<file path="config.mk">
export PLATFORM = sky130hd
export DESIGN_NAME = binary_to_decimal_ascii
export DESIGN_NICKNAME = d
export VERILOG_FILES = /design/src/hw/rtl/bdascii_pkg.sv /design/src/hw/rtl/binary_to_decimal_ascii.sv
export SDC_FILE = /design/constraint.sdc
export NUM_CORES = 1
export LEC_CHECK = 0
export BUFFER_PORTS_ARGS = -buffer_cell sky130_fd_sc_hd__buf_2
export CORE_AREA = 5 5 253 379
export CTS_BUF_LIST = sky130_fd_sc_hd__clkbuf_4
export CTS_CLUSTER_SIZE = 16
export DETAILED_ROUTE_END_ITERATION = 10
export DIE_AREA = 0 0 258 384
export HOLD_SLACK_MARGIN = 0.12
export MAX_ROUTING_LAYER = met4
export PLACE_DENSITY = 0.47
export REMOVE_ABC_BUFFERS = 1
export SLEW_MARGIN = 20
export SYNTH_ARGS = -nofsm -noshare
export SYNTH_HDL_FRONTEND = slang
export SYNTH_SLANG_ARGS = --single-unit
export TNS_END_PERCENT = 50
</file>
<file path="constraint.sdc">
create_clock -name clk -period 21.1 [get_ports clk]
set_clock_uncertainty 0.1 [all_clocks]
set_input_delay 3.165 -clock clk [delete_from_list [all_inputs] [get_ports clk]]
set_output_delay 3.165 -clock clk [all_outputs]
set_load 0.005 [all_outputs]
</file>
<file path="src/hw/rtl/bdascii_pkg.sv">
`timescale 1ns / 1ps
// ----------------------------------------------------------------------------
// bdascii_pkg
// Shared constants for the binary to decimal ASCII converter.
// ----------------------------------------------------------------------------

package bdascii_pkg;

  localparam int DEF_INPUT_WIDTH = 32;
  localparam int DEF_MAX_DIGITS  = 10;

  // double dabble shift steps done in one pipeline stage
  localparam int STEPS_PER_STAGE = 4;

  localparam logic [3:0] BCD_ADJ_MIN = 4'd5;
  localparam logic [3:0] BCD_ADJ     = 4'd3;
  localparam logic [5:0] ASCII_ZERO  = 6'd48;

endpackage

</file>
<file path="src/hw/rtl/binary_to_decimal_ascii.sv">
`timescale 1ns / 1ps
// ----------------------------------------------------------------------------
// binary_to_decimal_ascii
// Writes an unsigned binary value out as decimal ASCII digits, most
// significant first, no leading zeros, last digit marked.
// ----------------------------------------------------------------------------
// Usage:
//   Input channel (in_valid, in_stall, value) takes one number per
//   transaction. Output channel (out_valid, out_stall, ascii_digit,
//   last_digit) gives one transaction per digit; last_digit is high on the
//   least significant digit. Zero gives the single digit '0'. A value with
//   more than MAX_DIGITS digits gives its MAX_DIGITS low digits.
//   A double dabble pipeline does four shift steps per stage, and a digit
//   register after its last stage feeds the output. The digit register
//   sends one digit per cycle while out_stall is low, so a value holds it
//   for as many output transactions as it has digits (1 to MAX_DIGITS).
//   The pipeline holds several values at once.
//   Reset clears all valid bits; nothing is emitted until new input.
//   When out_stall is high the current digit holds; while the last stage
//   waits on the digit register, the pipeline holds and in_stall is high.
// ----------------------------------------------------------------------------

module binary_to_decimal_ascii
  import bdascii_pkg::*;
#(
  parameter int INPUT_WIDTH = DEF_INPUT_WIDTH,
  parameter int MAX_DIGITS  = DEF_MAX_DIGITS
) (
  input  logic                   clk,
  input  logic                   rst,
  input  logic                   in_valid,
  output logic                   in_stall,
  input  logic [INPUT_WIDTH-1:0] value,
  output logic                   out_valid,
  input  logic                   out_stall,
  output logic [5:0]             ascii_digit,
  output logic                   last_digit
);

  localparam int NBCD    = (INPUT_WIDTH * 30103) / 100000 + 1;
  localparam int BW      = NBCD * 4;
  localparam int TW      = BW + INPUT_WIDTH;
  localparam int NSTAGES = (INPUT_WIDTH + STEPS_PER_STAGE - 1) / STEPS_PER_STAGE;
  localparam int SEL     = (NBCD < MAX_DIGITS) ? NBCD : MAX_DIGITS;
  localparam int IDX_W   = $clog2(SEL);

  logic [TW-1:0]      pipe_data [NSTAGES];
  logic [NSTAGES-1:0] pipe_valid;
  logic               advance;
  logic               ser_ready;

  logic [SEL*4-1:0]   digits;
  logic [IDX_W-1:0]   idx;
  logic [IDX_W-1:0]   top;
  logic [BW-1:0]      bcd_result;
  logic [3:0]         cur_digit;

  assign ser_ready = !out_valid || (!out_stall && (idx == '0));
  assign advance   = !pipe_valid[NSTAGES-1] || ser_ready;
  assign in_stall  = !advance;

  for (genvar s = 0; s < NSTAGES; s++) begin : g_stage
    logic [TW-1:0] stage_in;
    logic [TW-1:0] stage_out;
    logic          valid_in;

    if (s == 0) begin : g_first
      assign stage_in = {{BW{1'b0}}, value};
      assign valid_in = in_valid;
    end else begin : g_rest
      assign stage_in = pipe_data[s-1];
      assign valid_in = pipe_valid[s-1];
    end

    always_comb begin
      stage_out = stage_in;
      for (int k = 0; k < STEPS_PER_STAGE; k++) begin
        if (s * STEPS_PER_STAGE + k < INPUT_WIDTH) begin
          for (int d = 0; d < NBCD; d++) begin
            if (stage_out[INPUT_WIDTH + 4*d +: 4] >= BCD_ADJ_MIN) begin
              stage_out[INPUT_WIDTH + 4*d +: 4] = stage_out[INPUT_WIDTH + 4*d +: 4] + BCD_ADJ;
            end
          end
          stage_out = stage_out << 1;
        end
      end
    end

    always_ff @(posedge clk) begin
      if (rst) begin
        pipe_valid[s] <= 1'b0;
      end else if (advance) begin
        pipe_valid[s] <= valid_in;
      end
    end

    always_ff @(posedge clk) begin
      if (advance) begin
        pipe_data[s] <= stage_out;
      end
    end
  end

  assign bcd_result = pipe_data[NSTAGES-1][TW-1 -: BW];

  // position of the leading digit, capped at the digit limit
  always_comb begin
    top = '0;
    for (int d = 0; d < NBCD; d++) begin
      if (bcd_result[4*d +: 4] != 4'd0) begin
        top = (d < SEL) ? IDX_W'(d) : IDX_W'(SEL - 1);
      end
    end
  end

  always_ff @(posedge clk) begin
    if (rst) begin
      out_valid <= 1'b0;
    end else if (ser_ready) begin
      out_valid <= pipe_valid[NSTAGES-1];
    end
  end

  always_ff @(posedge clk) begin
    if (ser_ready) begin
      digits <= bcd_result[SEL*4-1:0];
      idx    <= top;
    end else if (!out_stall) begin
      idx <= idx - IDX_W'(1);
    end
  end

  assign cur_digit   = digits[4*idx +: 4];
  assign ascii_digit = ASCII_ZERO + {2'b00, cur_digit};
  assign last_digit  = (idx == '0);

endmodule
</file>
==> flow_metrics.env, run 1 <==
export IMPL_slew_limit_headroom_pct=32.2
export IMPL_synthCells=2990
export IMPL_finalSetupTns_ns=0
export IMPL_endpoint_kind="output port"
export IMPL_rsz0062_at_grt="false"
export IMPL_drv_slew=0
export IMPL_synth_edff_count=341
export IMPL_root_buffer="clkbuf_4"
export IMPL_synth_ff_latch_count=350
export IMPL_setup_violations=0
export IMPL_hold_class="flop to flop"
export IMPL_post_synth_top_count_cell="edfxtp_1"
export IMPL_cts_sinks=350
export IMPL_startpoint_type="primary input"
export IMPL_grt_remaining_overflow=0
export IMPL_place_gp_congestion=0.786
export IMPL_path_delay_family="buffers and inverters"
export IMPL_clk_path_buf_depth=3
export IMPL_grt_util_all_layers_pct=11.2
export IMPL_yosysWarnings=0
export IMPL_clkTransAtPathRegs_ns=0.07
export IMPL_syn_area_um2=27500
export IMPL_ys_top_cells_by_count="edfxtp_1 (341), a21oi_1 (278), o21ai_0 (264)"
export IMPL_coreArea_um2=92400
export IMPL_slowest_stage="nand2_4"
export IMPL_yosys_top_cells_area="edfxtp_1 (37%), ha_1 (6.4%), a21oi_1 (5.1%)"
export IMPL_antenna_found_initial=3
export IMPL_worst_pin_slew_ns=1.01
export IMPL_synth_top_area_share_pct=37.3
export IMPL_h_tree_depth=3
export IMPL_dr_total_vias=22109
export IMPL_layout_drive_gt1_share_pct=11.8
export IMPL_numCtsBuffers=97
export IMPL_row_count=137
export IMPL_dp_hpwl_um=38500
export IMPL_critPathBufInv=3
export IMPL_clkLatencyLatePin_ns=0.92
export IMPL_path_cells="buf_2 -> o21a_1 -> nand2_4 -> clkinv_1 -> buf_2"
export IMPL_grt_first_pass_wirelength_um=94800
export IMPL_outcome="complete, no violations"
export IMPL_synth_cell_types=100
export IMPL_die_height_um=384
export IMPL_fin_hold_ws_ns=0.266
export IMPL_synth_async_reset_ratio_pct=0
export IMPL_die_area_um2=99100
export IMPL_critPathKind="primary input to output port"
export IMPL_worstRegToRegCells=8
export IMPL_synth_avg_cell_area_um2=9.18
export IMPL_critPathArrivalTime_ns=4.82
export IMPL_holdPathStages=0
export IMPL_wl_per_cell_um=12.6
export IMPL_maxCapViolations=0
export IMPL_ys_flop_type="edfxtp_1"
export IMPL_min_period_ns=8.09
export IMPL_drc=0
export IMPL_fin_util_pct=32.7
export IMPL_vias_per_cell=5.12
export IMPL_critPathRequiredTime_ns=17.83
export IMPL_post_route_period_util_pct=38.3
export IMPL_die_w_um=258
export IMPL_start_util_pct=29.7
export IMPL_drt_iter0_drc=1070
export IMPL_yosysSeqAreaShare_pct=38.0
export IMPL_crit_top_cell="buf_2"
export IMPL_cpPeakStageDelay_ns=0.59
export IMPL_fin_nets=3242
export IMPL_hold_viol_final=0
export IMPL_cp_depth=5
export IMPL_layout_setup_ws_ns=13.01
export IMPL_io_pins=45
export IMPL_post_cts_buffers=0
export IMPL_crit_fanout=63
export IMPL_ctsResizeCount=0
export IMPL_r2r_slack_ns=16.28
export IMPL_grt_pass1_vias=21100
export IMPL_ctsHoldBuffers=0
export IMPL_ant_nets=0
export IMPL_grt_max_degree=72
export IMPL_firstDrtPassIters=5
export IMPL_area_growth_pct=10.0
export IMPL_cts_tree="built"
export IMPL_finalWirelength_um=54600
export IMPL_synth_area_leader_cell="edfxtp_1"
export IMPL_io_buffers=42
export IMPL_place_ws_ns=12.94
export IMPL_max_freq_ghz=0.124
==> area by class of cell <==
cell class | count | area [µm²]
clock buffers | 135 | 1010
well taps | 1181 | 1480
diodes | 3 | 7.51
repair buffers | 56 | 315
inverters | 178 | 668
multi-input cells | 2383 | 16100
fillers | 9667 | 62200
flip-flops and latches | 350 | 10400
clock inverters | 34 | 240
==> worst paths after layout <==
check	startpoint	endpoint
worst max-delay path	out_stall	in_stall
worst min-delay path	pipe_data[1][234]	digits[2]
worst max register to register	idx[0]	pipe_data[0][98]
worst min register to register	pipe_data[1][234]	digits[2]
==> state kept, by name, indices dropped and copies added (netlist names) <==
name,count
digits,40
g_stage.valid_in,7
idx,4
out_valid,1
pipe_data,297
pipe_valid,1
==> metrics by stage <==
step | area [µm²] | cells
global route | 30200 | 4320
floorplan | 27100 | 2911
global placement | 28900 | 4148
CTS | 30200 | 4317
detailed placement | 28900 | 4148
finish | 30200 | 4320
==> cells in the final DEF, fill, tap and decap left out, drive strengths merged, types with 19 or more instances in the layout <==
master / count
nor3: 62
nor2: 235
inv: 179
a211oi: 44
ha: 140
mux2i: 87
nand2: 235
a21oi: 304
clkinv: 29
nor3b: 50
or3: 19
nor2b: 29
a22o: 20
nand3: 60
a21o: 26
o22ai: 38
a31oi: 79
clkbuf: 135
edfxtp: 341
xor2: 28
o21ai: 291
mux2: 64
o21a: 28
nand2b: 62
and2: 19
buf: 56
xnor2: 139
o211ai: 24
==> cell families after synthesis <==
| group | synth area share, % |
|---|---|
| compound gates | 25.1 |
| simple gates | 14.7 |
| flops | 38.0 |
| buf+inv | 3.59 |
| xor+xnor | 5.57 |
| mux | 6.52 |
| fa+ha+maj | 6.56 |
| other cells | 0.0137 |
==> metal layers <==
metal | track usage, % | share of wire [%]
met4 | 4.50 | 2.7
met1 | 11.5 | 41
met5 | - | 0
met3 | 2.08 | 3.4
met2 | 20.9 | 53
Power of run 1 is not shown: default switching activity piles up to over one toggle a cycle in this logic, so the estimate is an artifact.
==> run 2: changes to the inputs <==
Settings changed: ABC_AREA set to 1, CORE_AREA 5 5 253 379 to 5 5 246 368, DIE_AREA 0 0 258 384 to 0 0 251 373.
Clock period 21.1 ns to 8 ns, I/O delays scaled along.
==> run 2 against run 1 <==
Final cell count grew 11%. First-iteration DRC count fell by 38%. Sequential share of layout area increased by 1.7 points. Clock-buffer cell count fell by 8. Setup slack worse by 11 ns. Routed wire length down 17%. Synthesized area down 5.8%. Flip-flop and latch count did not move. Die area is 5.5% lower. Global-route usage down 0.92 points. Non-clock buffer count is 12 lower.
==> flow_metrics.env, run 2 <==
export IMPL_outcome="complete, no violations"
export IMPL_timing_rr_end="pipe_data[0][237]"
export IMPL_post_cts_buffers=0
export IMPL_synth_top_family_by_area="simple AND/OR/NAND/NOR gates"
export IMPL_crit_top_cell="inv_1"
export IMPL_cts_sinks=350
export IMPL_clkLatencyLatePin_ns=0.93
export IMPL_layout_common_cells="nand2_1 (1248), inv_1 (596), edfxtp_1 (341), nand3_1 (336), ha_1 (140)"
export IMPL_ys_flop_type="edfxtp_1"
export IMPL_post_route_period_util_pct=70.3
export IMPL_layout_setup_ws_ns=2.38
export IMPL_start_util_pct=29.7
export IMPL_synthSimpleGateAreaFrac_pct=34.0
export IMPL_r2r_start="idx[0]"
export IMPL_place_ws_ns=3.18
export IMPL_slew_limit_headroom_pct=34.5
export IMPL_worst_pin_slew_ns=0.978
export IMPL_cp_depth=8
export IMPL_grt_pass1_vias=20571
export IMPL_die_w_um=251
export IMPL_clk_path_buf_depth=3
export IMPL_root_buffer="clkbuf_4"
export IMPL_rsz0062_at_grt="false"
export IMPL_row_count=133
export IMPL_synth_xor_area_share_pct=3.08
export IMPL_largest_reg_flops=297
export IMPL_min_period_ns=5.62
export IMPL_antenna_found_initial=3
export IMPL_synth_ff_latch_count=350
export IMPL_startpoint_type="flop"
export IMPL_drt_iter0_drc=666
export IMPL_regMostFlops="pipe_data"
export IMPL_synth_cell_types=50
export IMPL_ctsHoldBuffers=0
export IMPL_synth_edff_count=341
export IMPL_clkTransAtPathRegs_ns=0.07
export IMPL_critPathKind="flop to output port"
export IMPL_syn_area_um2=25900
export IMPL_post_synth_top_count_cell="nand2_1"
export IMPL_grt_first_pass_wirelength_um=82500
export IMPL_grt_max_degree=116
export IMPL_coreArea_um2=87000
export IMPL_synth_compound_area_share_pct=6.77
export IMPL_yosysSeqAreaShare_pct=40.3
export IMPL_io_buffers=42
export IMPL_firstDrtPassIters=4
export IMPL_synth_area_leader_cell="edfxtp_1"
export IMPL_critPathRequiredTime_ns=6.70
export IMPL_die_height_um=373
export IMPL_drv_slew=0
export IMPL_dp_hpwl_um=34700
export IMPL_io_pins=45
export IMPL_yosys_top_cells_area="edfxtp_1 (40%), nand2_1 (18%), inv_1 (8.7%)"
export IMPL_vias_per_cell=4.39
export IMPL_max_freq_ghz=0.178
export IMPL_drc=0
export IMPL_ctsResizeCount=0
export IMPL_grt_remaining_overflow=0
export IMPL_critPathBufInv=3
export IMPL_holdCritStartpoint="pipe_data[0][155]"
export IMPL_hold_end="pipe_data[0][227]"
export IMPL_muxShareOfSynthArea_pct=0.155
export IMPL_critPathArrivalTime_ns=4.32
export IMPL_cpPeakStageDelay_ns=0.87
export IMPL_synthCells=3446
export IMPL_synth_async_reset_ratio_pct=0
export IMPL_crit_fanout=45
export IMPL_yosysWarnings=0
export IMPL_r2r_slack_ns=3.27
export IMPL_hold_viol_final=0
export IMPL_die_area_um2=93600
export IMPL_endpoint_kind="output port"
export IMPL_setup_violations=0
export IMPL_ys_top_cells_by_count="nand2_1 (1249), inv_1 (596), edfxtp_1 (341)"
export IMPL_cts_tree="built"
export IMPL_final_common_cell="nand2_1"
export IMPL_fin_nets=3757
export IMPL_layout_drive_gt1_share_pct=10.7
export IMPL_maxCapViolations=0
export IMPL_dr_total_vias=21056
export IMPL_synth_avg_cell_area_um2=7.50
export IMPL_fill_cells=9363
export IMPL_wl_per_cell_um=9.50
export IMPL_numCtsBuffers=95
export IMPL_area_growth_pct=11.2
export IMPL_ant_nets=0
export IMPL_path_cells="inv_1 -> ha_1 -> inv_1 -> nor3_1 -> nand2_1 -> nand2_2 -> nor2_1 -> buf_2"
export IMPL_hold_class="flop to flop"
export IMPL_slowest_stage="nor2_1"
export IMPL_path_delay_family="simple AND/OR/NAND/NOR gates"
export IMPL_worstRegToRegCells=9
export IMPL_synth_top_area_share_pct=39.6
export IMPL_synth_fa_ha_area_share_pct=6.78
export IMPL_grt_util_all_layers_pct=10.3
export IMPL_place_gp_congestion=0.778
export IMPL_finalWirelength_um=45600
export IMPL_h_tree_depth=3
export IMPL_holdPathStages=0
-- run 2: logic make-up after synthesis --
group                    count (synthesis)
AO/OA/AOI/OAI                          299
XOR/XNOR                                85
adder cells (fa/ha/maj)                140
buffers and inverters                  610
flip-flops                             350
multiplexers                             4
other                                    1
AND/OR/NAND/NOR                       1957
-- run 2: area by class of cell --
cell class                      instances  area [µm²]  share of cell area (%)
Antenna cell                            3        7.51                  0.0261
Clock inverter                         38         270                   0.940
Clock buffer                          127         953                    3.32
Inverter                              603        2270                    7.90
Sequential cell                       350       10400                    36.2
Tap cell                             1147        1440                    4.99
Multi-Input combinational cell       2487       13100                    45.7
Timing Repair Buffer                   44         250                   0.870
-- run 2: worst register-to-register path, cell delays in order (launching register included) --
cell	delay, ns
edfxtp_1	0.68
inv_1	0.48
ha_1	0.26
inv_1	0.06
nor3_1	0.21
nand2_1	0.10
nand2_2	0.72
nor2_1	0.45
inv_8	0.52
buf_12	0.68
-- run 2: per-stage QoR --
step	std cells	util, %	hold WS (ns)	cell area (µm²)	TNS (ns)
3_5_place_dp	4631	31.6	0.305	27500	0
6_report	4799	33.0	0.309	28700	0
3_3_place_gp	4631	31.6	0.301	27500	0
5_1_grt	4799	33.0	0.188	28700	0
2_1_floorplan	3440	-	0.300	25800	-940.78
4_1_cts	4796	33.0	0.123	28700	0
-- run 2: how the worst max path moves through the flow --
stage | endpoint | start | slack, ns
finish | in_stall | idx[0] | 2.38
global route | in_stall | idx[0] | 1.89
CTS | in_stall | idx[0] | 2.12
detailed placement | in_stall | idx[0] | 3.18
global placement | in_stall | idx[0] | 3.18
floorplan | pipe_data[0][0] | idx[0] | -3.11
-- run 2: routing by layer --
metal / track usage (%) / wire length (µm) / vias up
li1: - / - / 11565
met1: 9.10 / 16800 / 9223
met2: 20.4 / 25800 / 162
met3: 2.08 / 1460 / 106
met4: 4.71 / 1560 / 0
met5: - / 0 / -
Power of run 2 is left out for the same reason.
